[src/sv/h2r_pkg.sv]
// shared constants and types for the hls to rgb converter
package h2r_pkg;

    localparam int HUE_W  = 12;
    localparam int Q12_W  = 13;
    localparam int FACT_W = 12;

    localparam logic [Q12_W-1:0] ONE_Q12  = 13'd4096;
    localparam logic [Q12_W-1:0] HALF_Q12 = 13'd2048;
    localparam logic [HUE_W-1:0] THIRD_Q12      = 12'd1365;
    localparam logic [HUE_W-1:0] TWO_THIRDS_Q12 = 12'd2730;
    // hue offset for blue: one turn minus a third, taken modulo one turn
    localparam logic [HUE_W-1:0] BLUE_OFS_Q12   = 12'd2731;

    // segment boundaries of the hue ramp (first hue outside each segment)
    localparam logic [HUE_W-1:0] RISE_END = 12'd683;
    localparam logic [HUE_W-1:0] HIGH_END = 12'd2048;
    localparam logic [HUE_W-1:0] FALL_END = 12'd2731;

    typedef enum logic [1:0] {
        SEG_RISE,
        SEG_HIGH,
        SEG_FALL,
        SEG_LOW
    } ramp_seg_t;

    // advance enables for the channel stages
    typedef struct packed {
        logic s3;
        logic s4;
        logic s5;
    } stage_en_t;

endpackage

[src/sv/h2r_chan.sv]
// three-stage hue ramp evaluation for one color channel
module h2r_chan
    import h2r_pkg::*;
(
    input  logic             clk,
    input  stage_en_t        en,
    input  logic [HUE_W-1:0] hue,
    input  logic [Q12_W-1:0] span,
    input  logic [Q12_W-1:0] lo,
    input  logic [Q12_W-1:0] hi,
    output logic [Q12_W-1:0] value
);

    ramp_seg_t             seg3_reg, seg3_next;
    logic [FACT_W-1:0]     fact3_reg, fact3_next;
    ramp_seg_t             seg4_reg;
    logic [Q12_W-1:0]      ofs4_reg;
    logic [Q12_W+FACT_W-1:0] prod4;
    logic [Q12_W-1:0]      value5_reg, value5_next;
    logic [HUE_W+2:0]      six_h;
    logic [HUE_W+2:0]      six_fall;
    logic [HUE_W-1:0]      fall_dist;
    logic [Q12_W:0]        sum5;

    // segment select and ramp factor
    always_comb
    begin
        fall_dist = TWO_THIRDS_Q12 - hue;
        six_h     = {1'b0, hue, 2'b00} + {2'b00, hue, 1'b0};
        six_fall  = {1'b0, fall_dist, 2'b00} + {2'b00, fall_dist, 1'b0};
        if (hue < RISE_END)
        begin
            seg3_next  = SEG_RISE;
            fact3_next = six_h[FACT_W-1:0];
        end
        else if (hue < HIGH_END)
        begin
            seg3_next  = SEG_HIGH;
            fact3_next = '0;
        end
        else if (hue < FALL_END)
        begin
            seg3_next  = SEG_FALL;
            fact3_next = six_fall[FACT_W-1:0];
        end
        else
        begin
            seg3_next  = SEG_LOW;
            fact3_next = '0;
        end
    end

    assign prod4 = span * fact3_reg;

    always_comb
    begin
        sum5 = {1'b0, lo} + {1'b0, ofs4_reg};
        case (seg4_reg)
            SEG_HIGH: value5_next = hi;
            SEG_LOW:  value5_next = lo;
            default:  value5_next = sum5[Q12_W-1:0];
        endcase
    end

    always_ff @(posedge clk)
    begin
        if (en.s3)
        begin
            seg3_reg  <= seg3_next;
            fact3_reg <= fact3_next;
        end
        if (en.s4)
        begin
            seg4_reg <= seg3_reg;
            ofs4_reg <= prod4[Q12_W+FACT_W-1:FACT_W];
        end
        if (en.s5)
        begin
            value5_reg <= value5_next;
        end
    end

    assign value = value5_reg;

endmodule

[src/sv/hls_to_rgb_convert.sv]
// top level of the hls to rgb converter: five-stage pipeline with stream ports
// Converts hue in unsigned Q0.12 and lightness and saturation in unsigned Q1.12
// to red, green and blue in Q1.12 (4096 means 1.0). Hue is a fraction of a full
// turn and wraps; lightness and saturation above 4096 are clamped to 4096. The
// block accepts one beat per clock while s_axis_tready is high, and results
// leave on m_axis in input order. The five register stages, the first of which
// captures the beat, are: input clamp and hue offsets, the lightness by
// saturation multiply, the m1/m2 span and per-channel ramp segment select, the
// per-channel span by ramp multiply, and the final add or select into the
// output register. Each stage holds a valid bit and advances when it is empty
// or the stage after it moves, so a stall on the output side fills bubbles
// before back-pressure reaches s_axis_tready, and a held result never blocks
// earlier stages that have room.
module hls_to_rgb_convert
    import h2r_pkg::*;
(
    input  logic        clk,
    input  logic        rst_n,
    input  logic        s_axis_tvalid,
    output logic        s_axis_tready,
    input  logic [39:0] s_axis_tdata,   // hue[11:0], lightness[24:12], saturation[37:25]
    output logic        m_axis_tvalid,
    input  logic        m_axis_tready,
    output logic [39:0] m_axis_tdata    // out_red[12:0], out_green[25:13], out_blue[38:26]
);

    // per-stage valid bits and advance enables
    logic v1_reg, v2_reg, v3_reg, v4_reg, v5_reg;
    logic en1, en2, en3, en4, en5;
    stage_en_t chan_en;

    // stage 1: clamped inputs and the three channel hues
    logic [HUE_W-1:0] hue_r1_reg, hue_g1_reg, hue_b1_reg;
    logic [Q12_W-1:0] lgt1_reg, sat1_reg;
    logic [HUE_W-1:0] in_hue;
    logic [Q12_W-1:0] in_lgt, in_sat, lgt1_next, sat1_next;

    // stage 2: truncated lightness times saturation
    logic [HUE_W-1:0]     hue_r2_reg, hue_g2_reg, hue_b2_reg;
    logic [Q12_W-1:0]     lgt2_reg, sat2_reg, prod2_reg;
    logic [2*Q12_W-1:0]   prod1;

    // stage 3: m2 (hi), m1 (lo) and their difference
    logic [Q12_W-1:0] hi3_reg, lo3_reg, span3_reg;
    logic [Q12_W+1:0] hi3_next, lo3_next, span3_next;

    // stage 4: bounds carried beside the channel products
    logic [Q12_W-1:0] hi4_reg, lo4_reg;

    logic [Q12_W-1:0] red5, green5, blue5;

    assign in_hue = s_axis_tdata[11:0];
    assign in_lgt = s_axis_tdata[24:12];
    assign in_sat = s_axis_tdata[37:25];

    assign lgt1_next = (in_lgt > ONE_Q12) ? ONE_Q12 : in_lgt;
    assign sat1_next = (in_sat > ONE_Q12) ? ONE_Q12 : in_sat;

    // a stage moves when it is empty or its successor moves
    assign en5 = !v5_reg || m_axis_tready;
    assign en4 = !v4_reg || en5;
    assign en3 = !v3_reg || en4;
    assign en2 = !v2_reg || en3;
    assign en1 = !v1_reg || en2;
    assign s_axis_tready = en1;

    assign chan_en.s3 = en3;
    assign chan_en.s4 = en4;
    assign chan_en.s5 = en5;

    assign prod1 = lgt1_reg * sat1_reg;

    // m2 on either side of half lightness, then m1 = 2L - m2
    always_comb
    begin
        if (lgt2_reg <= HALF_Q12)
        begin
            hi3_next = {2'b00, lgt2_reg} + {2'b00, prod2_reg};
        end
        else
        begin
            hi3_next = {2'b00, lgt2_reg} + {2'b00, sat2_reg} - {2'b00, prod2_reg};
        end
        lo3_next   = {1'b0, lgt2_reg, 1'b0} - hi3_next;
        span3_next = hi3_next - lo3_next;
    end

    always_ff @(posedge clk or negedge rst_n)
    begin
        if (!rst_n)
        begin
            v1_reg <= 1'b0;
            v2_reg <= 1'b0;
            v3_reg <= 1'b0;
            v4_reg <= 1'b0;
            v5_reg <= 1'b0;
        end
        else
        begin
            if (en1)
            begin
                v1_reg <= s_axis_tvalid;
            end
            if (en2)
            begin
                v2_reg <= v1_reg;
            end
            if (en3)
            begin
                v3_reg <= v2_reg;
            end
            if (en4)
            begin
                v4_reg <= v3_reg;
            end
            if (en5)
            begin
                v5_reg <= v4_reg;
            end
        end
    end

    // payload registers, no reset
    always_ff @(posedge clk)
    begin
        if (en1)
        begin
            hue_r1_reg <= in_hue + THIRD_Q12;
            hue_g1_reg <= in_hue;
            hue_b1_reg <= in_hue + BLUE_OFS_Q12;
            lgt1_reg   <= lgt1_next;
            sat1_reg   <= sat1_next;
        end
        if (en2)
        begin
            hue_r2_reg <= hue_r1_reg;
            hue_g2_reg <= hue_g1_reg;
            hue_b2_reg <= hue_b1_reg;
            lgt2_reg   <= lgt1_reg;
            sat2_reg   <= sat1_reg;
            prod2_reg  <= prod1[2*Q12_W-2:HUE_W];
        end
        if (en3)
        begin
            hi3_reg   <= hi3_next[Q12_W-1:0];
            lo3_reg   <= lo3_next[Q12_W-1:0];
            span3_reg <= span3_next[Q12_W-1:0];
        end
        if (en4)
        begin
            hi4_reg <= hi3_reg;
            lo4_reg <= lo3_reg;
        end
    end

    h2r_chan u_red
    (
        .clk   (clk),
        .en    (chan_en),
        .hue   (hue_r2_reg),
        .span  (span3_reg),
        .lo    (lo4_reg),
        .hi    (hi4_reg),
        .value (red5)
    );

    h2r_chan u_green
    (
        .clk   (clk),
        .en    (chan_en),
        .hue   (hue_g2_reg),
        .span  (span3_reg),
        .lo    (lo4_reg),
        .hi    (hi4_reg),
        .value (green5)
    );

    h2r_chan u_blue
    (
        .clk   (clk),
        .en    (chan_en),
        .hue   (hue_b2_reg),
        .span  (span3_reg),
        .lo    (lo4_reg),
        .hi    (hi4_reg),
        .value (blue5)
    );

    assign m_axis_tvalid = v5_reg;
    assign m_axis_tdata  = {1'b0, blue5, green5, red5};

endmodule
[config.mk]
export PLATFORM = sky130hd
export DESIGN_NAME = hls_to_rgb_convert
export DESIGN_NICKNAME = d
export VERILOG_FILES = /design/src/sv/h2r_pkg.sv /design/src/sv/h2r_chan.sv /design/src/sv/hls_to_rgb_convert.sv
export SDC_FILE = /design/constraint.sdc
export NUM_CORES = 2
export LEC_CHECK = 0
export ABC_CLOCK_PERIOD_IN_PS = 15900
export BUFFER_PORTS_ARGS = -buffer_cell sky130_fd_sc_hd__buf_2
export CAP_MARGIN = 5
export CORE_MARGIN = 5
export CORE_UTILIZATION = 55
export DETAILED_ROUTE_END_ITERATION = 6
export GPL_ROUTABILITY_DRIVEN = 0
export HOLD_SLACK_MARGIN = 0.08
export PLACE_DENSITY = 0.71
export SYNTH_ARGS = -nofsm -noshare
export SYNTH_HDL_FRONTEND = slang
export SYNTH_SLANG_ARGS = --single-unit
[constraint.sdc]
create_clock -name clk -period 15.9 [get_ports clk]
set_input_delay 0.795 -clock clk [delete_from_list [all_inputs] [get_ports clk]]
set_output_delay 0.795 -clock clk [all_outputs]
set_load 0.01 [all_outputs]
==> flow_metrics.tcl <==
set metrics [dict create \
    status "complete, no violations" \
    hold_path.class "input pin to register" \
    grt_pass1_vias 24700 \
    antenna_found_initial 7 \
    cts_root_buffer "clkbuf_16" \
    synth_common_cells "inv_1 (698), ha_1 (441), fa_1 (424)" \
    synthCells 3635 \
    post-route-period-util_pct 43.3 \
    async_reset_ff_share_pct 1.54 \
    startpoint_type "register" \
    hold_buffers 1 \
    slew_viol_final 0 \
    fmax_mhz 145 \
    drtPass1Iterations 5 \
    fin_setup_tns_ns 0 \
    cts_inserted_buffers 41 \
    clk_latency_ns 0.58 \
    cts_buffer_depth 3 \
    period_minus_slack_ns 6.89 \
    antenna_left 0 \
    path_max_fanout 30 \
    yosysSeqAreaShare_pct 26.5 \
    dpl-instance-area_sq_um 37900 \
    num_vias 24200 \
    vias_per_cell 5.31 \
    crit_required_ns 16.23 \
    coreArea_sq_um 66000 \
    crit_chain "nand2_1, fa_1, fa_1, inv_1, fa_1, fa_1, inv_1, fa_1, inv_1, ha_1, o21ai_1, a21boi_1, and3_1, a2111oi_1, o211ai_1, o41a_1, a211oi_2, o21bai_1, a21oi_1, xnor2_1" \
    multi_input_area_sq_um 23900 \
    end_kind "register" \
    wirelength_mm 75.0 \
    finalSetupViolations 0 \
    synthTopCellsByArea "edfxtp_1 (26%), fa_1 (23%), ha_1 (15%)" \
    layout-drive-gt1-share_pct 5.52 \
    cp_top_family "adder cells" \
    wl_per_cell_um 16.4 \
    synth_warnings 0 \
    dieWidth_um 268 \
    yosys.area.top_type_share_pct 26.2 \
    dieArea_sq_um 72000 \
    slew_headroom_pct 22.8 \
    cts_setup_buffers 0 \
    hpwl_mm 58.0 \
    synth_edf_count 320 \
    area_growth_pct 7.35 \
    hold_slack_ns 0.407 \
    postSynthAreaPerCell_sq_um 10.1 \
    worst_pin_slew_ns 1.16 \
    placement.io_buffers 82 \
    register_area_sq_um 9730 \
    cp_common_cell "fa_1" \
    clock-sinks 325 \
    synth_top_cell_by_area "edfxtp_1" \
    clk_pin_slew_ns 0.06 \
    rows 94 \
    grt_use_total_pct 21.5 \
    drt_iter0_drc 1307 \
    fin_area_sq_um 39400 \
    grt_max_degree 72 \
    final_util_pct 59.7 \
    grt_setup_unrepaired "no" \
    max_stage_delay_ns 1.11 \
    drv_cap 0 \
    cts_tree "yes" \
    crit_arrival_ns 7.22 \
    ys_types 79 \
    grt_pass1_wl_mm 125 \
    ys_ff_latch 325 \
    initial_core_util_pct 55.6 \
    syn_area_sq_um 36700 \
    nNetsFinal 4573 \
    overflow 0 \
    htree_levels 2 \
    yosysMostFrequentCell "inv_1" \
    worstSetupPathType "register to register" \
    cts_resized 0 \
    fill_cells 5503 \
    finClkSkew_ns 0.0553 \
    boundaryPins 86 \
    die_y_um 268 \
    drc 0 \
    cp_num_buf_inv 3 \
    cp_slowest_cell "edfxtp_1" \
    synth_flop_cell "edfxtp_1" \
    hold_viol 0 \
]
-- metal layers --
layer	share of wire, %	wire (um)	track usage [%]
met5	0.019	14	0
met4	2.8	2110	5.95
met3	5.0	3710	3.36
met2	49	36600	37.2
met1	43	32500	28.3
-- final cells by class --
| class | count | area share (%) |
|---|---|---|
| antenna | 6 | 0.0381 |
| clock buffer | 49 | 2.70 |
| clock inverter | 27 | 1.01 |
| inverter | 698 | 6.65 |
| multi-input combinational | 2496 | 60.7 |
| sequential | 325 | 24.7 |
| tap | 864 | 2.74 |
| timing repair buffer | 102 | 1.43 |
-- worst paths after layout --
kind	start	endpoint	slack, ns	cells after the start
max	span3_reg[1]	u_red.ofs4_reg[12]	9.01	20
min	s_axis_tvalid	v1_reg	0.41	2
max reg2reg	span3_reg[1]	u_red.ofs4_reg[12]	9.01	20
min reg2reg	hue_r1_reg[4]	hue_r2_reg[4]	0.41	0
max in group asynchronous	rst_n	v1_reg	15.22	2
min in group asynchronous	rst_n	v2_reg	0.55	2
-- stage by stage --
stage,setup WS [ns],std cells
final,9.01,4567
after global routing,8.54,4564
after CTS,9.03,4561
after detailed placement,9.10,4484
after global placement,9.11,4484
after floorplan,10.09,3655
-- worst register-to-register path, cell delays in order (launching register included) --
cell	delay, ns
edfxtp_1	1.11
nand2_1	0.18
fa_1	0.53
fa_1	0.49
inv_1	0.05
fa_1	0.45
fa_1	0.49
inv_1	0.05
fa_1	0.47
inv_1	0.04
ha_1	0.27
o21ai_1	0.11
a21boi_1	0.11
and3_1	0.21
a2111oi_1	0.66
o211ai_1	0.29
o41a_1	0.45
a211oi_2	0.29
o21bai_1	0.13
a21oi_1	0.18
xnor2_1	0.08
-- layout by cell type, fill, tap and decap left out, types with 6 or more instances in the layout --
master / synthesis / layout
a21oi_1: 143 / 143
o31ai_1: 15 / 15
a21boi_0: 14 / 14
clkbuf_1: 134 / 7
edfxtp_1: 320 / 320
nor3_1: 31 / 31
o21ai_1: 6 / 6
a31oi_1: 7 / 7
nor2b_1: 45 / 45
buf_2: 0 / 82
a2111o_1: 7 / 7
nand2_1: 329 / 327
clkbuf_16: 0 / 41
a21o_1: 39 / 39
diode_2: 0 / 6
o21bai_1: 51 / 51
xnor2_1: 141 / 141
a211o_1: 8 / 8
a211oi_1: 16 / 16
buf_4: 1 / 19
o21ai_0: 57 / 57
mux2i_1: 24 / 24
clkinv_2: 0 / 9
nor2_1: 125 / 125
bufinv_16: 0 / 8
ha_1: 441 / 441
fa_1: 424 / 424
o211ai_1: 30 / 30
conb_1: 2 / 22
xor2_1: 68 / 68
nand3_1: 19 / 18
and2_1: 282 / 282
o21a_1: 26 / 26
inv_1: 698 / 698
nand2b_1: 37 / 37
-- kinds of logic after synthesis --
kind of cell               after synthesis  synth area share, %
muxes                                   29                0.814
DFF                                    325                 26.5
AOI/OAI and AO/OA                      464                 8.52
and+or+nand+nor                        902                 12.3
buffers and inverters                  834                 8.56
xor gates and xnor gates               210                 5.03
adders and majority gates              869                 38.3
other                                    2               0.0205
Power is not shown: default switching activity piles up to over one toggle a cycle in this logic, so the estimate is an artifact.
